### config.mk
export PLATFORM = sky130hd
export DESIGN_NAME = mph_bloom_flag_classifier_core_flat
export DESIGN_NICKNAME = d
export VERILOG_FILES = /design/src/rtl/mph_pkg.sv /design/src/rtl/mph_if.sv /design/src/rtl/mph_prep.sv /design/src/rtl/mph_lines.sv /design/src/rtl/mph_decide.sv /design/src/rtl/mph_bloom_flag_classifier_core.sv /design/src/flat_wrapper.sv
export SDC_FILE = /design/constraint.sdc
export NUM_CORES = 2
export LEC_CHECK = 0
export ABC_AREA = 0
export BUFFER_PORTS_ARGS = -buffer_cell sky130_fd_sc_hd__buf_2
export CORE_MARGIN = 2
export CORE_UTILIZATION = 50
export CTS_CLUSTER_DIAMETER = 60
export DETAILED_ROUTE_END_ITERATION = 16
export GPL_TIMING_DRIVEN = 0
export PLACE_DENSITY = 0.67
export SLEW_MARGIN = 10
export SYNTH_ARGS = -nofsm -noshare
export SYNTH_HDL_FRONTEND = slang
export SYNTH_SLANG_ARGS = --single-unit
### constraint.sdc
create_clock -name clk -period 12.5 [get_ports clk]
set_input_delay 1.25 -clock clk [delete_from_list [all_inputs] [get_ports clk]]
set_output_delay 1.25 -clock clk [all_outputs]
set_load 0.005 [all_outputs]
### src/rtl/mph_pkg.sv
`timescale 1ns / 1ps

package mph_pkg;

  // line height coefficients, wavelength spacings in nm
  localparam int SIPF_A  = 62;
  localparam int SIPF_B  = 45;
  localparam int SICF_A  = 45;
  localparam int SICF_B  = 17;
  localparam int BASE_SPAN = 221;
  localparam int SPAN_681  = 17;
  localparam int SPAN_709  = 45;
  localparam int SPAN_753  = 89;
  localparam int BAIR_B    = 45;
  // ndvi >= 0.2 tested as 5*num against den
  localparam int NDVI_SCALE = 5;

  // register reset values, Q2.14
  localparam logic signed [15:0] FLOAT_MPH_THRESHOLD_RST = 16'sd1258;
  localparam logic signed [15:0] BAIR_MINIMUM_RST        = 16'sd33;
  localparam logic signed [15:0] FLOAT_MPH_MINIMUM_RST   = 16'sd328;

  // register indexes
  typedef enum logic [1:0] {
    REG_FLOAT_MPH_THRESHOLD = 2'd0,
    REG_BAIR_MINIMUM        = 2'd1,
    REG_FLOAT_MPH_MINIMUM   = 2'd2,
    REG_UNUSED              = 2'd3
  } reg_idx_t;

  typedef enum logic [1:0] {
    PEAK_681 = 2'd0,
    PEAK_709 = 2'd1,
    PEAK_753 = 2'd2
  } peak_t;

  typedef struct packed {
    logic  bad;
    peak_t peak;
  } pix_ctl_t;

  typedef struct packed {
    logic bad_input;
    logic cyano;
    logic floating;
    logic adjacency;
  } flags_t;

  typedef struct packed {
    logic signed [15:0] float_mph_threshold;
    logic signed [15:0] bair_minimum;
    logic signed [15:0] float_mph_minimum;
  } cfg_regs_t;

endpackage

### src/rtl/mph_if.sv
`timescale 1ns / 1ps

// pixel input channel
interface mph_in_if #(parameter int REFL_WIDTH = 16) ();
  logic                         valid;
  logic                         ready;
  logic signed [REFL_WIDTH-1:0] refl_620;
  logic signed [REFL_WIDTH-1:0] refl_664;
  logic signed [REFL_WIDTH-1:0] refl_681;
  logic signed [REFL_WIDTH-1:0] refl_709;
  logic signed [REFL_WIDTH-1:0] refl_753;
  logic signed [REFL_WIDTH-1:0] refl_885;
  logic                         is_land;
  logic                         nav_failed;

  modport source (
    output valid, refl_620, refl_664, refl_681, refl_709, refl_753, refl_885,
           is_land, nav_failed,
    input  ready
  );
  modport sink (
    input  valid, refl_620, refl_664, refl_681, refl_709, refl_753, refl_885,
           is_land, nav_failed,
    output ready
  );
endinterface

// flag result channel
interface mph_out_if ();
  logic valid;
  logic ready;
  logic bad_input;
  logic cyano;
  logic floating;
  logic adjacency;

  modport source (
    output valid, bad_input, cyano, floating, adjacency,
    input  ready
  );
  modport sink (
    input  valid, bad_input, cyano, floating, adjacency,
    output ready
  );
endinterface

### src/rtl/mph_prep.sv
`timescale 1ns / 1ps

// stage 1: validity check, peak search, band differences and the 885/664 sum
module mph_prep #(
  parameter int REFL_WIDTH = 16
) (
  input  logic                         clk,
  input  logic                         rst_n,
  input  logic                         up_valid,
  output logic                         up_ready,
  input  logic signed [REFL_WIDTH-1:0] r620,
  input  logic signed [REFL_WIDTH-1:0] r664,
  input  logic signed [REFL_WIDTH-1:0] r681,
  input  logic signed [REFL_WIDTH-1:0] r709,
  input  logic signed [REFL_WIDTH-1:0] r753,
  input  logic signed [REFL_WIDTH-1:0] r885,
  input  logic                         is_land,
  input  logic                         nav_failed,
  output logic                         dn_valid,
  input  logic                         dn_ready,
  output mph_pkg::pix_ctl_t            ctl,
  output logic signed [REFL_WIDTH:0]   d_664_620,
  output logic signed [REFL_WIDTH:0]   d_681_620,
  output logic signed [REFL_WIDTH:0]   d_681_664,
  output logic signed [REFL_WIDTH:0]   d_709_664,
  output logic signed [REFL_WIDTH:0]   d_885_664,
  output logic signed [REFL_WIDTH:0]   d_peak_664,
  output logic signed [REFL_WIDTH:0]   s_885_664
);

  localparam int DW = REFL_WIDTH + 1;

  logic                         valid_r;
  mph_pkg::pix_ctl_t            ctl_r, ctl_nxt;
  logic signed [REFL_WIDTH-1:0] peak_refl;
  logic signed [REFL_WIDTH-1:0] peak0_refl;
  logic                         peak0_681;
  logic signed [DW-1:0]         d0_r, d1_r, d2_r, d3_r, d4_r, d5_r, s0_r;

  assign up_ready = !valid_r || dn_ready;

  // peak search, ties go to the longer wavelength
  always_comb begin
    peak0_681  = r681 > r709;
    peak0_refl = peak0_681 ? r681 : r709;
    if (peak0_refl > r753) begin
      peak_refl    = peak0_refl;
      ctl_nxt.peak = peak0_681 ? mph_pkg::PEAK_681 : mph_pkg::PEAK_709;
    end else begin
      peak_refl    = r753;
      ctl_nxt.peak = mph_pkg::PEAK_753;
    end
    ctl_nxt.bad = (r620 <= 0) || (r664 <= 0) || (r681 <= 0) || (r709 <= 0) ||
                  is_land || nav_failed;
  end

  // stage valid
  always_ff @(posedge clk) begin
    if (!rst_n) begin
      valid_r <= 1'b0;
    end else if (up_ready) begin
      valid_r <= up_valid;
    end
  end

  // stage payload
  always_ff @(posedge clk) begin
    if (up_valid && up_ready) begin
      ctl_r <= ctl_nxt;
      d0_r  <= DW'(r664) - DW'(r620);
      d1_r  <= DW'(r681) - DW'(r620);
      d2_r  <= DW'(r681) - DW'(r664);
      d3_r  <= DW'(r709) - DW'(r664);
      d4_r  <= DW'(r885) - DW'(r664);
      d5_r  <= DW'(peak_refl) - DW'(r664);
      s0_r  <= DW'(r885) + DW'(r664);
    end
  end

  assign dn_valid   = valid_r;
  assign ctl        = ctl_r;
  assign d_664_620  = d0_r;
  assign d_681_620  = d1_r;
  assign d_681_664  = d2_r;
  assign d_709_664  = d3_r;
  assign d_885_664  = d4_r;
  assign d_peak_664 = d5_r;
  assign s_885_664  = s0_r;

endmodule

### src/rtl/mph_lines.sv
`timescale 1ns / 1ps

// stage 2: line heights and ndvi terms by constant multiplication
module mph_lines #(
  parameter int REFL_WIDTH = 16,
  parameter int MW         = REFL_WIDTH + 14
) (
  input  logic                       clk,
  input  logic                       rst_n,
  input  logic                       up_valid,
  output logic                       up_ready,
  input  mph_pkg::pix_ctl_t          up_ctl,
  input  logic signed [REFL_WIDTH:0] d_664_620,
  input  logic signed [REFL_WIDTH:0] d_681_620,
  input  logic signed [REFL_WIDTH:0] d_681_664,
  input  logic signed [REFL_WIDTH:0] d_709_664,
  input  logic signed [REFL_WIDTH:0] d_885_664,
  input  logic signed [REFL_WIDTH:0] d_peak_664,
  input  logic signed [REFL_WIDTH:0] s_885_664,
  output logic                       dn_valid,
  input  logic                       dn_ready,
  output mph_pkg::pix_ctl_t          ctl,
  output logic signed [MW-1:0]       sipf,
  output logic signed [MW-1:0]       sicf,
  output logic signed [MW-1:0]       bair,
  output logic signed [MW-1:0]       mph,
  output logic signed [MW-1:0]       ndvi_num,
  output logic signed [MW-1:0]       ndvi_den
);

  localparam logic signed [MW-1:0] K_SIPF_A = MW'(mph_pkg::SIPF_A);
  localparam logic signed [MW-1:0] K_SIPF_B = MW'(mph_pkg::SIPF_B);
  localparam logic signed [MW-1:0] K_SICF_A = MW'(mph_pkg::SICF_A);
  localparam logic signed [MW-1:0] K_SICF_B = MW'(mph_pkg::SICF_B);
  localparam logic signed [MW-1:0] K_BASE   = MW'(mph_pkg::BASE_SPAN);
  localparam logic signed [MW-1:0] K_BAIR_B = MW'(mph_pkg::BAIR_B);
  localparam logic signed [MW-1:0] K_NDVI   = MW'(mph_pkg::NDVI_SCALE);

  logic                   valid_r;
  mph_pkg::pix_ctl_t      ctl_r;
  logic signed [MW-1:0]   sipf_r, sicf_r, bair_r, mph_r, num_r, den_r;
  logic signed [MW-1:0]   span;
  logic signed [MW-1:0]   x0, x1, x2, x3, x4, x5, x6;

  assign up_ready = !valid_r || dn_ready;

  // sign extend the differences
  assign x0 = MW'(d_664_620);
  assign x1 = MW'(d_681_620);
  assign x2 = MW'(d_681_664);
  assign x3 = MW'(d_709_664);
  assign x4 = MW'(d_885_664);
  assign x5 = MW'(d_peak_664);
  assign x6 = MW'(s_885_664);

  // spacing from 664 nm to the peak band
  always_comb begin
    case (up_ctl.peak)
      mph_pkg::PEAK_681: span = MW'(mph_pkg::SPAN_681);
      mph_pkg::PEAK_709: span = MW'(mph_pkg::SPAN_709);
      mph_pkg::PEAK_753: span = MW'(mph_pkg::SPAN_753);
      default:           span = MW'(mph_pkg::SPAN_753);
    endcase
  end

  always_ff @(posedge clk) begin
    if (!rst_n) begin
      valid_r <= 1'b0;
    end else if (up_ready) begin
      valid_r <= up_valid;
    end
  end

  // scaled line heights
  always_ff @(posedge clk) begin
    if (up_valid && up_ready) begin
      ctl_r  <= up_ctl;
      sipf_r <= K_SIPF_A * x0 - K_SIPF_B * x1;
      sicf_r <= K_SICF_A * x2 - K_SICF_B * x3;
      bair_r <= K_BASE * x3 - K_BAIR_B * x4;
      mph_r  <= K_BASE * x5 - span * x4;
      num_r  <= K_NDVI * x4;
      den_r  <= x6;
    end
  end

  assign dn_valid = valid_r;
  assign ctl      = ctl_r;
  assign sipf     = sipf_r;
  assign sicf     = sicf_r;
  assign bair     = bair_r;
  assign mph      = mph_r;
  assign ndvi_num = num_r;
  assign ndvi_den = den_r;

endmodule

### src/rtl/mph_decide.sv
`timescale 1ns / 1ps

// stage 3: threshold tests and flag register
module mph_decide #(
  parameter int MW = 30
) (
  input  logic                 clk,
  input  logic                 rst_n,
  input  logic                 up_valid,
  output logic                 up_ready,
  input  mph_pkg::pix_ctl_t    up_ctl,
  input  logic signed [MW-1:0] sipf,
  input  logic signed [MW-1:0] sicf,
  input  logic signed [MW-1:0] bair,
  input  logic signed [MW-1:0] mph,
  input  logic signed [MW-1:0] ndvi_num,
  input  logic signed [MW-1:0] ndvi_den,
  input  mph_pkg::cfg_regs_t   cfg,
  output logic                 dn_valid,
  input  logic                 dn_ready,
  output mph_pkg::flags_t      flags
);

  localparam logic signed [MW-1:0] K_BASE = MW'(mph_pkg::BASE_SPAN);

  logic                 valid_r;
  mph_pkg::flags_t      flags_r, flags_nxt;
  logic signed [MW-1:0] thr_s, bmin_s, fmin_s;
  logic                 ndvi_hi, sign_ok;

  assign up_ready = !valid_r || dn_ready;

  // thresholds on the 221x scale of the line heights
  assign thr_s  = K_BASE * MW'(cfg.float_mph_threshold);
  assign bmin_s = K_BASE * MW'(cfg.bair_minimum);
  assign fmin_s = K_BASE * MW'(cfg.float_mph_minimum);

  always_comb begin
    sign_ok = (sicf < 0) && (sipf > 0);
    if (ndvi_den > 0) begin
      ndvi_hi = ndvi_num >= ndvi_den;
    end else if (ndvi_den < 0) begin
      ndvi_hi = ndvi_num <= ndvi_den;
    end else begin
      ndvi_hi = 1'b0;
    end
    flags_nxt = '0;
    if (up_ctl.bad) begin
      flags_nxt.bad_input = 1'b1;
    end else if (up_ctl.peak != mph_pkg::PEAK_753) begin
      flags_nxt.cyano    = sign_ok && (bair > bmin_s);
      flags_nxt.floating = sign_ok && (bair > bmin_s) && (mph > thr_s);
    end else begin
      flags_nxt.floating  = (mph >= fmin_s) || ndvi_hi;
      flags_nxt.cyano     = flags_nxt.floating && sign_ok;
      flags_nxt.adjacency = !flags_nxt.floating;
    end
  end

  always_ff @(posedge clk) begin
    if (!rst_n) begin
      valid_r <= 1'b0;
    end else if (up_ready) begin
      valid_r <= up_valid;
    end
  end

  always_ff @(posedge clk) begin
    if (up_valid && up_ready) begin
      flags_r <= flags_nxt;
    end
  end

  assign dn_valid = valid_r;
  assign flags    = flags_r;

endmodule

### src/rtl/mph_bloom_flag_classifier_core.sv
// throughput: one pixel per cycle while the result channel is not stalled
// three register stages (prep, lines, decide) lie between input and result valid
// stalls back up stage by stage; a stage with no item still takes one
// reset: synchronous active-low rst_n clears the stage valid bits and loads
// the threshold registers with their default values
`timescale 1ns / 1ps

module mph_bloom_flag_classifier_core #(
  parameter int REFL_WIDTH = 16
) (
  input  logic               clk,
  input  logic               rst_n,
  mph_in_if.sink             in_ch,
  mph_out_if.source          out_ch,
  input  logic               psel,
  input  logic               penable,
  input  logic               pwrite,
  input  logic [3:0]         paddr,
  input  logic [31:0]        pwdata,
  output logic [31:0]        prdata,
  output logic               pready
);

  localparam int MW = REFL_WIDTH + 14;

  mph_pkg::cfg_regs_t    cfg_r;
  mph_pkg::reg_idx_t     reg_idx;
  logic                  cfg_wr;

  logic                  a_valid, b_ready, b_valid, c_ready, c_valid;
  mph_pkg::pix_ctl_t     a_ctl, b_ctl;
  mph_pkg::flags_t       c_flags;
  logic signed [REFL_WIDTH:0] d_664_620, d_681_620, d_681_664, d_709_664;
  logic signed [REFL_WIDTH:0] d_885_664, d_peak_664, s_885_664;
  logic signed [MW-1:0]  sipf, sicf, bair, mph, ndvi_num, ndvi_den;

  // configuration registers
  assign pready  = 1'b1;
  assign reg_idx = mph_pkg::reg_idx_t'(paddr[3:2]);
  assign cfg_wr  = psel && penable && pwrite;

  always_ff @(posedge clk) begin
    if (!rst_n) begin
      cfg_r.float_mph_threshold <= mph_pkg::FLOAT_MPH_THRESHOLD_RST;
      cfg_r.bair_minimum        <= mph_pkg::BAIR_MINIMUM_RST;
      cfg_r.float_mph_minimum   <= mph_pkg::FLOAT_MPH_MINIMUM_RST;
    end else if (cfg_wr) begin
      case (reg_idx)
        mph_pkg::REG_FLOAT_MPH_THRESHOLD: cfg_r.float_mph_threshold <= pwdata[15:0];
        mph_pkg::REG_BAIR_MINIMUM:        cfg_r.bair_minimum        <= pwdata[15:0];
        mph_pkg::REG_FLOAT_MPH_MINIMUM:   cfg_r.float_mph_minimum   <= pwdata[15:0];
        default: ;
      endcase
    end
  end

  // register read back
  always_comb begin
    case (reg_idx)
      mph_pkg::REG_FLOAT_MPH_THRESHOLD: prdata = {16'h0000, cfg_r.float_mph_threshold};
      mph_pkg::REG_BAIR_MINIMUM:        prdata = {16'h0000, cfg_r.bair_minimum};
      mph_pkg::REG_FLOAT_MPH_MINIMUM:   prdata = {16'h0000, cfg_r.float_mph_minimum};
      default:                          prdata = '0;
    endcase
  end

  mph_prep #(.REFL_WIDTH(REFL_WIDTH)) u_prep (
    .clk        (clk),
    .rst_n      (rst_n),
    .up_valid   (in_ch.valid),
    .up_ready   (in_ch.ready),
    .r620       (in_ch.refl_620),
    .r664       (in_ch.refl_664),
    .r681       (in_ch.refl_681),
    .r709       (in_ch.refl_709),
    .r753       (in_ch.refl_753),
    .r885       (in_ch.refl_885),
    .is_land    (in_ch.is_land),
    .nav_failed (in_ch.nav_failed),
    .dn_valid   (a_valid),
    .dn_ready   (b_ready),
    .ctl        (a_ctl),
    .d_664_620  (d_664_620),
    .d_681_620  (d_681_620),
    .d_681_664  (d_681_664),
    .d_709_664  (d_709_664),
    .d_885_664  (d_885_664),
    .d_peak_664 (d_peak_664),
    .s_885_664  (s_885_664)
  );

  mph_lines #(.REFL_WIDTH(REFL_WIDTH), .MW(MW)) u_lines (
    .clk        (clk),
    .rst_n      (rst_n),
    .up_valid   (a_valid),
    .up_ready   (b_ready),
    .up_ctl     (a_ctl),
    .d_664_620  (d_664_620),
    .d_681_620  (d_681_620),
    .d_681_664  (d_681_664),
    .d_709_664  (d_709_664),
    .d_885_664  (d_885_664),
    .d_peak_664 (d_peak_664),
    .s_885_664  (s_885_664),
    .dn_valid   (b_valid),
    .dn_ready   (c_ready),
    .ctl        (b_ctl),
    .sipf       (sipf),
    .sicf       (sicf),
    .bair       (bair),
    .mph        (mph),
    .ndvi_num   (ndvi_num),
    .ndvi_den   (ndvi_den)
  );

  mph_decide #(.MW(MW)) u_decide (
    .clk      (clk),
    .rst_n    (rst_n),
    .up_valid (b_valid),
    .up_ready (c_ready),
    .up_ctl   (b_ctl),
    .sipf     (sipf),
    .sicf     (sicf),
    .bair     (bair),
    .mph      (mph),
    .ndvi_num (ndvi_num),
    .ndvi_den (ndvi_den),
    .cfg      (cfg_r),
    .dn_valid (c_valid),
    .dn_ready (out_ch.ready),
    .flags    (c_flags)
  );

  // result channel
  assign out_ch.valid     = c_valid;
  assign out_ch.bad_input = c_flags.bad_input;
  assign out_ch.cyano     = c_flags.cyano;
  assign out_ch.floating  = c_flags.floating;
  assign out_ch.adjacency = c_flags.adjacency;

  // a bad pixel carries no other flag
  a_bad_alone: assert property (@(posedge clk) disable iff (!rst_n)
    out_ch.valid && out_ch.bad_input |->
      !out_ch.cyano && !out_ch.floating && !out_ch.adjacency)
    else $error("bad pixel with other flags set");

  // adjacency excludes cyano and floating
  a_adj_alone: assert property (@(posedge clk) disable iff (!rst_n)
    out_ch.valid && out_ch.adjacency |-> !out_ch.cyano && !out_ch.floating)
    else $error("adjacency flagged with cyano or floating");

  // a land pixel reaches the output as bad when the result channel keeps ready high
  a_land_flow: assert property (@(posedge clk) disable iff (!rst_n)
    in_ch.valid && in_ch.ready && in_ch.is_land ##1 out_ch.ready ##1 out_ch.ready
      |=> out_ch.valid && out_ch.bad_input)
    else $error("land pixel not reported as bad input");

endmodule

### src/flat_wrapper.sv
// flat-port wrapper written by rule: the top's interface ports become plain ports
module mph_bloom_flag_classifier_core_flat 
#(
  parameter int REFL_WIDTH = 16
)
  (clk, rst_n, psel, penable, pwrite, paddr, pwdata, prdata, pready, in_ch_valid, in_ch_refl_620, in_ch_refl_664, in_ch_refl_681, in_ch_refl_709, in_ch_refl_753, in_ch_refl_885, in_ch_is_land, in_ch_nav_failed, in_ch_ready, out_ch_valid, out_ch_bad_input, out_ch_cyano, out_ch_floating, out_ch_adjacency, out_ch_ready);
  mph_in_if #(.REFL_WIDTH(REFL_WIDTH)) in_ch_i ();
  mph_out_if out_ch_i ();
  input  logic clk;
  input  logic rst_n;
  input  logic psel;
  input  logic penable;
  input  logic pwrite;
  input  logic [3:0] paddr;
  input  logic [31:0] pwdata;
  output logic [31:0] prdata;
  output logic pready;
  input wire logic [$bits(in_ch_i.valid)-1:0] in_ch_valid;
  input wire logic [$bits(in_ch_i.refl_620)-1:0] in_ch_refl_620;
  input wire logic [$bits(in_ch_i.refl_664)-1:0] in_ch_refl_664;
  input wire logic [$bits(in_ch_i.refl_681)-1:0] in_ch_refl_681;
  input wire logic [$bits(in_ch_i.refl_709)-1:0] in_ch_refl_709;
  input wire logic [$bits(in_ch_i.refl_753)-1:0] in_ch_refl_753;
  input wire logic [$bits(in_ch_i.refl_885)-1:0] in_ch_refl_885;
  input wire logic [$bits(in_ch_i.is_land)-1:0] in_ch_is_land;
  input wire logic [$bits(in_ch_i.nav_failed)-1:0] in_ch_nav_failed;
  output wire logic [$bits(in_ch_i.ready)-1:0] in_ch_ready;
  output wire logic [$bits(out_ch_i.valid)-1:0] out_ch_valid;
  output wire logic [$bits(out_ch_i.bad_input)-1:0] out_ch_bad_input;
  output wire logic [$bits(out_ch_i.cyano)-1:0] out_ch_cyano;
  output wire logic [$bits(out_ch_i.floating)-1:0] out_ch_floating;
  output wire logic [$bits(out_ch_i.adjacency)-1:0] out_ch_adjacency;
  input wire logic [$bits(out_ch_i.ready)-1:0] out_ch_ready;
  assign in_ch_i.valid = in_ch_valid;
  assign in_ch_i.refl_620 = in_ch_refl_620;
  assign in_ch_i.refl_664 = in_ch_refl_664;
  assign in_ch_i.refl_681 = in_ch_refl_681;
  assign in_ch_i.refl_709 = in_ch_refl_709;
  assign in_ch_i.refl_753 = in_ch_refl_753;
  assign in_ch_i.refl_885 = in_ch_refl_885;
  assign in_ch_i.is_land = in_ch_is_land;
  assign in_ch_i.nav_failed = in_ch_nav_failed;
  assign in_ch_ready = in_ch_i.ready;
  assign out_ch_valid = out_ch_i.valid;
  assign out_ch_bad_input = out_ch_i.bad_input;
  assign out_ch_cyano = out_ch_i.cyano;
  assign out_ch_floating = out_ch_i.floating;
  assign out_ch_adjacency = out_ch_i.adjacency;
  assign out_ch_i.ready = out_ch_ready;
  mph_bloom_flag_classifier_core #(.REFL_WIDTH(REFL_WIDTH)) u_core (.clk(clk), .rst_n(rst_n), .in_ch(in_ch_i), .out_ch(out_ch_i), .psel(psel), .penable(penable), .pwrite(pwrite), .paddr(paddr), .pwdata(pwdata), .prdata(prdata), .pready(pready));
endmodule
---- After elaboration in Yosys (flattened, before gate mapping) ----
Cells that the tools add are included.
Widths: inputs -> output; s select.
word-level totals
  word-level logic and storage cells ...... 106
  bits of input ports ..................... 141
  flip-flop bits (word level) ............. 337
operators by class
  mux-type cells .......................... 9
  $add $sub $neg .......................... 11
  reductions and logical operators ........ 28
  $lt $le $gt $ge ......................... 15
  $mul .................................... 12
  eq/ne operators ......................... 4
operators by type and width
  cell                   count
  $sub 16x16->17         6
  $mul 9x16->25 const A  3
  $mul 7x17->24 const A  3
  $le 16x1->1 const B    4
  $gt 30x25->1           2
  $mul 9x17->26 const A  2
  $pmux 16 s3            1
  $mul 6x17->23 const A  2
  $gt 16x16->1           2
  $mux 16                2
  $ge 30x17->1           1
  $ge 30x25->1           1
  $le 30x17->1           1
  $sub 26x24->27         1
  $sub 26x25->27         1
  $gt 25x1->1 const B    1
  $lt 25x1->1 const B    1
  $mul 8x17->25          1
  $sub 24x23->25         1
  $sub 24x24->25         1
  $mul 4x17->21 const A  1
  $add 16x16->17         1
  $gt 17x1->1 const B    1
  $lt 17x1->1 const B    1
  other kinds (12)       38

---- Logic depth before layout (Yosys ltp) ----
  depth in word-level cells ............... 6
  depth in mapped cells ................... 36

---- Cells and area by module ----
From an unflattened synthesis, not the netlist that was laid out.
unflattened totals
  cells, all modules ...................... 5,461
  area total of the unflattened synthesis .. 53,826.6 µm²
modules (own cells, without submodules)
  module                          sequential area each (µm²)  cells each  times used  area each (µm²)
  mph_lines                       4,374.2                     2,700       1           28,767.6
  mph_decide                      140.1                       1,501       1           12,593.3
  mph_prep                        3,653.5                     1,000       1           10,099.7
  mph_bloom_flag_classifier_core  960.9                       260         1           2,366.0

---- Worst setup path before layout ----
OpenSTA, ideal clock, no wires.
  kind .................................... input-to-reg
  start point ............................. input out_ch_ready
  end point ............................... register u_core.u_lines.bair_r[0] (netlist: u_core.u_lines.bair[0]), enable pin
  arrival ................................. 10.018 ns
  library setup time ...................... 0.782 ns
  setup slack ............................. 1.699 ns
  stages on the path ...................... 2
  path buffers ............................ 0
  cell sequence ........................... nor2b_1 > a21boi_0
between the ends
  cells in the longest elaborated chain, start to end .. 3
RTL lines
  item                    RTL line            RTL
  start: declaration      flat_wrapper.sv:33  input wire logic [$bits(out_ch_i.ready)-1:0] out_ch_ready;
  $logic_or 1x1->1        mph_decide.sv:31    assign up_ready = !valid_r || dn_ready;
  $logic_or 1x1->1        mph_lines.sv:45     assign up_ready = !valid_r || dn_ready;
  $logic_and 1x1->1       mph_lines.sv:76     if (up_valid && up_ready) begin
  end signal: assignment  mph_lines.sv:80     bair_r <= K_BASE * x3 - K_BAIR_B * x4;
  end: declaration        mph_lines.sv:41     logic signed [MW-1:0] sipf_r, sicf_r, bair_r, mph_r, num_r, den_r;
No other way between the ends.
A chain may end at the register's enable or synchronous reset.

---- Worst setup path in the final report ----
  start point ............................. input in_ch_refl_709[1]
  end point ............................... register u_core.u_prep.d5_r[14] (netlist: u_core.u_prep.d_peak_664[14]), data pin
between the ends
  cells in the longest elaborated chain, start to end .. 5
RTL lines
  item                    RTL line            RTL
  start: declaration      flat_wrapper.sv:22  input wire logic [$bits(in_ch_i.refl_709)-1:0] in_ch_refl_709;
  $gt 16x16->1            mph_prep.sv:44      peak0_681 = r681 > r709;
  $mux 16 (*)             mph_prep.sv:45      peak0_refl = peak0_681 ? r681 : r709;
  $gt 16x16->1            mph_prep.sv:46      if (peak0_refl > r753) begin
  $mux 16 (*)             mph_prep.sv:46
  $sub 16x16->17 (*)      mph_prep.sv:75      d5_r <= DW'(peak_refl) - DW'(r664);
  end signal: assignment  mph_prep.sv:75
  end: declaration        mph_prep.sv:38      logic signed [DW-1:0] d0_r, d1_r, d2_r, d3_r, d4_r, d5_r, s0_r;
Mark *: on every way between the ends. The rest lies on a longest branch, timed or not.

==> run_results.csv <==
group,metric,value,unit
yosys,muxShareOfSynthArea,0.0125,
sta,fin_crit_sh,0.686,
critical_path,start_kind,"input pin",
cells_and_area,fillers,9079,
yosys,seq_area_frac_synth,0.163,
cells_and_area,drive_gt1_frac,0.0556,
yosys,yosysUniqueCellTypes,92,
sta,slew_violations,0,
yosys,yosys_warnings,0,
critical_path,crit_fanout,10,
placed_design,place_inst,6812,
clock_network,path_clk_slew,0.06,ns
clock_network,postCtsHoldBufs,0,
yosys,synth_compound_area_frac,0.0961,
yosys,synth_top_family_by_area,"adder cells",
routing,drt_wl_total,118000,um
global_route,grt_pass1_wl,195000,um
placed_design,portBuffers,144,
sta,holdWs,0.420,ns
routing,wire_per_inst,17.1,um
sta,hold_viol,0,
cells_and_area,area_growth,8.02,%
routing,viasPerCell,5.18,
floorplanning,placementRows,117,
cells_and_area,fin_cells,6886,
floorplanning,initial_core_util,0.504,
critical_path,path_class,"in2reg",
global_route,grt-ovfl-total,0,
placed_design,hpwl,103000,um
sta,fmaxAchievable,117,MHz
sta,relSlewSlack,0.300,
clock_network,cts_resized,0,
critical_path,crit_path_end_kind,"flip-flop",
global_route,grt_pass1_vias,37200,
critical_path,critPathSlowestCell,"a211oi_4",
yosys,syn_area,51300,um^2
clock_network,post_cts_buffers,0,
routing,ant_nets,0,
sta,rsz0062_at_grt,"false",
critical_path,max_stage_delay,0.51,ns
clock_network,clock_tree.root_cell,"clkbuf_16",
floorplanning,dieArea,105000,um^2
sta,finalCriticalPeriod,8.57,ns
floorplanning,die_x,324,um
placed_design,place.gp.congestion,0.966,
yosys,synthSimpleGateAreaFrac,0.0807,
job,cap_violations,0,
yosys,synthXorXnorAreaFrac,0.0457,
yosys,synth_cells,5275,
cells_and_area,final_core_util,0.545,
critical_path,cp.required,12.94,ns
routing,vias,35700,
yosys,synth_flop_cell,"edfxtp_1",
floorplanning,ios,180,
routing,drtIter0Drc,1881,
clock_network,cts_buffer_depth,3,
yosys,ys_async_sr_fraction,0,
floorplanning,die_h,324,um
routing,first_pass_iters,5,
floorplanning,core-area,102000,um^2
cells_and_area,mostFrequentLayoutCell,"inv_1",
sta,fin_ws,3.93,ns
yosys,synth_top_area_cell,"fa_1",
clock_network,cts_tree,"done",
global_route,antenna_found_initial,2,
routing,drc_errors,0,
global_route,grt.total_usage,0.230,
outcome,status,"complete, no violations",
yosys,synth-edff-count,245,
yosys,synth_area_leaders,"fa_1 25%, ha_1 24%, edfxtp_1 14%",
yosys,synth_fa_ha_area_frac,0.498,
sta,tightest_slew,1.04,ns
sta,setup_viol,0,
clock_network,cts_max_level,2,
clock_network,cts_made_buffers,40,
yosys,yosysTopAreaCellShare,0.254,
clock_network,cts_num_sinks,296,
yosys,synth-seq-cells,296,
critical_path,cp.arrival,9.01,ns
critical_path,crit_top_cell,"o21a_1",
min_path,hp-class,"reg2reg",
sta,skew,0.0382,ns
global_route,grt_max_degree,29,
cells_and_area,final_cell_mix,"1339 x inv_1, 1000 x ha_1, 652 x fa_1",
cells_and_area,nNetsFinal,7279,
yosys,avgSynthCellArea,9.73,um^2
clock_network,worstSkewPairLatency,0.61,ns
placed_design,place_ws,3.42,ns
[per-stage QoR]
step | setup TNS (ns) | instance area, um^2
3_3_place_gp | -292.43 | 53800
3_5_place_dp | 0 | 54100
4_1_cts | 0 | 55400
5_1_grt | 0 | 55400
6_report | 0 | 55400
2_1_floorplan | 0 | 51400
[state kept, by name, indices dropped and copies added, names as in the netlist]
signal / count
u_core.u_decide.flags: 4
u_core.u_prep.ctl: 3
u_core.u_lines.sicf: 1
u_core.u_lines.bair: 27
u_core.u_lines.ctl: 3
u_core.u_prep.d_709_664: 17
u_core.u_prep.d_885_664: 17
u_core.u_lines.mph: 27
u_core.u_lines.dn_valid: 1
u_core.u_prep.d_681_664: 17
u_core.u_lines.ndvi_num: 21
u_core.u_prep.dn_valid: 1
u_core.u_prep.d_664_620: 17
u_core.u_lines.sipf: 25
u_core.u_prep.d_peak_664: 17
u_core.u_lines.ndvi_den: 16
u_core.u_prep.s_885_664: 16
u_core.u_prep.d_681_620: 17
u_core.u_decide.dn_valid: 1
u_core.cfg_r: 48
[synthesized netlist by cell type (54+ instances only)]
cell type	count
inv_1	1339
ha_1	1000
fa_1	652
edfxtp_1	245
nand2_1	225
nor2_1	220
a21oi_1	198
xnor2_1	175
o21ai_0	139
xor2_1	93
a21o_1	88
nand3_1	69
nor3_1	64
nor2b_1	59
a21boi_0	54
[cell type report]
class | instances | area (um^2) | share of cell area
inverter | 1339 | 5030 | 0.0907
multi-input combinational | 3601 | 37700 | 0.680
antenna | 1 | 2.50 | 0.0000451
timing repair buffer | 154 | 943 | 0.0170
sequential | 296 | 8380 | 0.151
buffer | 54 | 278 | 0.00501
clock buffer | 50 | 1100 | 0.0199
clock inverter | 23 | 275 | 0.00497
tap | 1368 | 1710 | 0.0309
[worst max-delay path: cells and delay by family]
kind                     cells  cell delay [ns]
AO/OA/AOI/OAI               24             4.92
adder cells (fa/ha/maj)      4             1.24
multiplexers                 2             0.66
buffers and inverters        4             0.55
AND/OR/NAND/NOR              3             0.35
[cells by family (layout without fill, tap and decap cells)]
kind of cell / count (synthesis) / in the layout
XOR/XNOR: 268 / 268
flip-flops: 296 / 296
AND/OR/NAND/NOR: 859 / 859
other: 2 / 18
multiplexers: 59 / 59
buffers and inverters: 1393 / 1620
AO/OA/AOI/OAI: 746 / 746
adder cells (fa/ha/maj): 1652 / 1652
[metal layers]
metal / routed length, um / vias up / GRT usage
met4: 3490 / 0 / 0.0644
met5: 0 / - / 0
met1: 54000 / 17200 / 0.312
li1: - / 17600 / -
met3: 4790 / 169 / 0.0240
met2: 55700 / 733 / 0.392
[final timing paths]
check | startpoint | to | slack (ns) | cells after the start
setup reg to reg | u_core.u_prep.d_664_620[3]$_DFFE_PP_ | u_core.u_lines.sipf[24]$_DFFE_PP_ | 4.70 | 28
hold reg to reg | u_core.u_prep.s_885_664[15]$_DFFE_PP_ | u_core.u_lines.ndvi_den[15]$_DFFE_PP_ | 0.42 | 0
hold / removal | u_core.u_prep.s_885_664[15]$_DFFE_PP_ | u_core.u_lines.ndvi_den[15]$_DFFE_PP_ | 0.42 | 0
setup / recovery | in_ch_refl_709[1] | u_core.u_prep.d_peak_664[14]$_DFFE_PP_ | 3.93 | 37
Power is left out: the tool's default activity adds up to more than one toggle a clock period on the data nets, which glitch-free logic cannot reach.
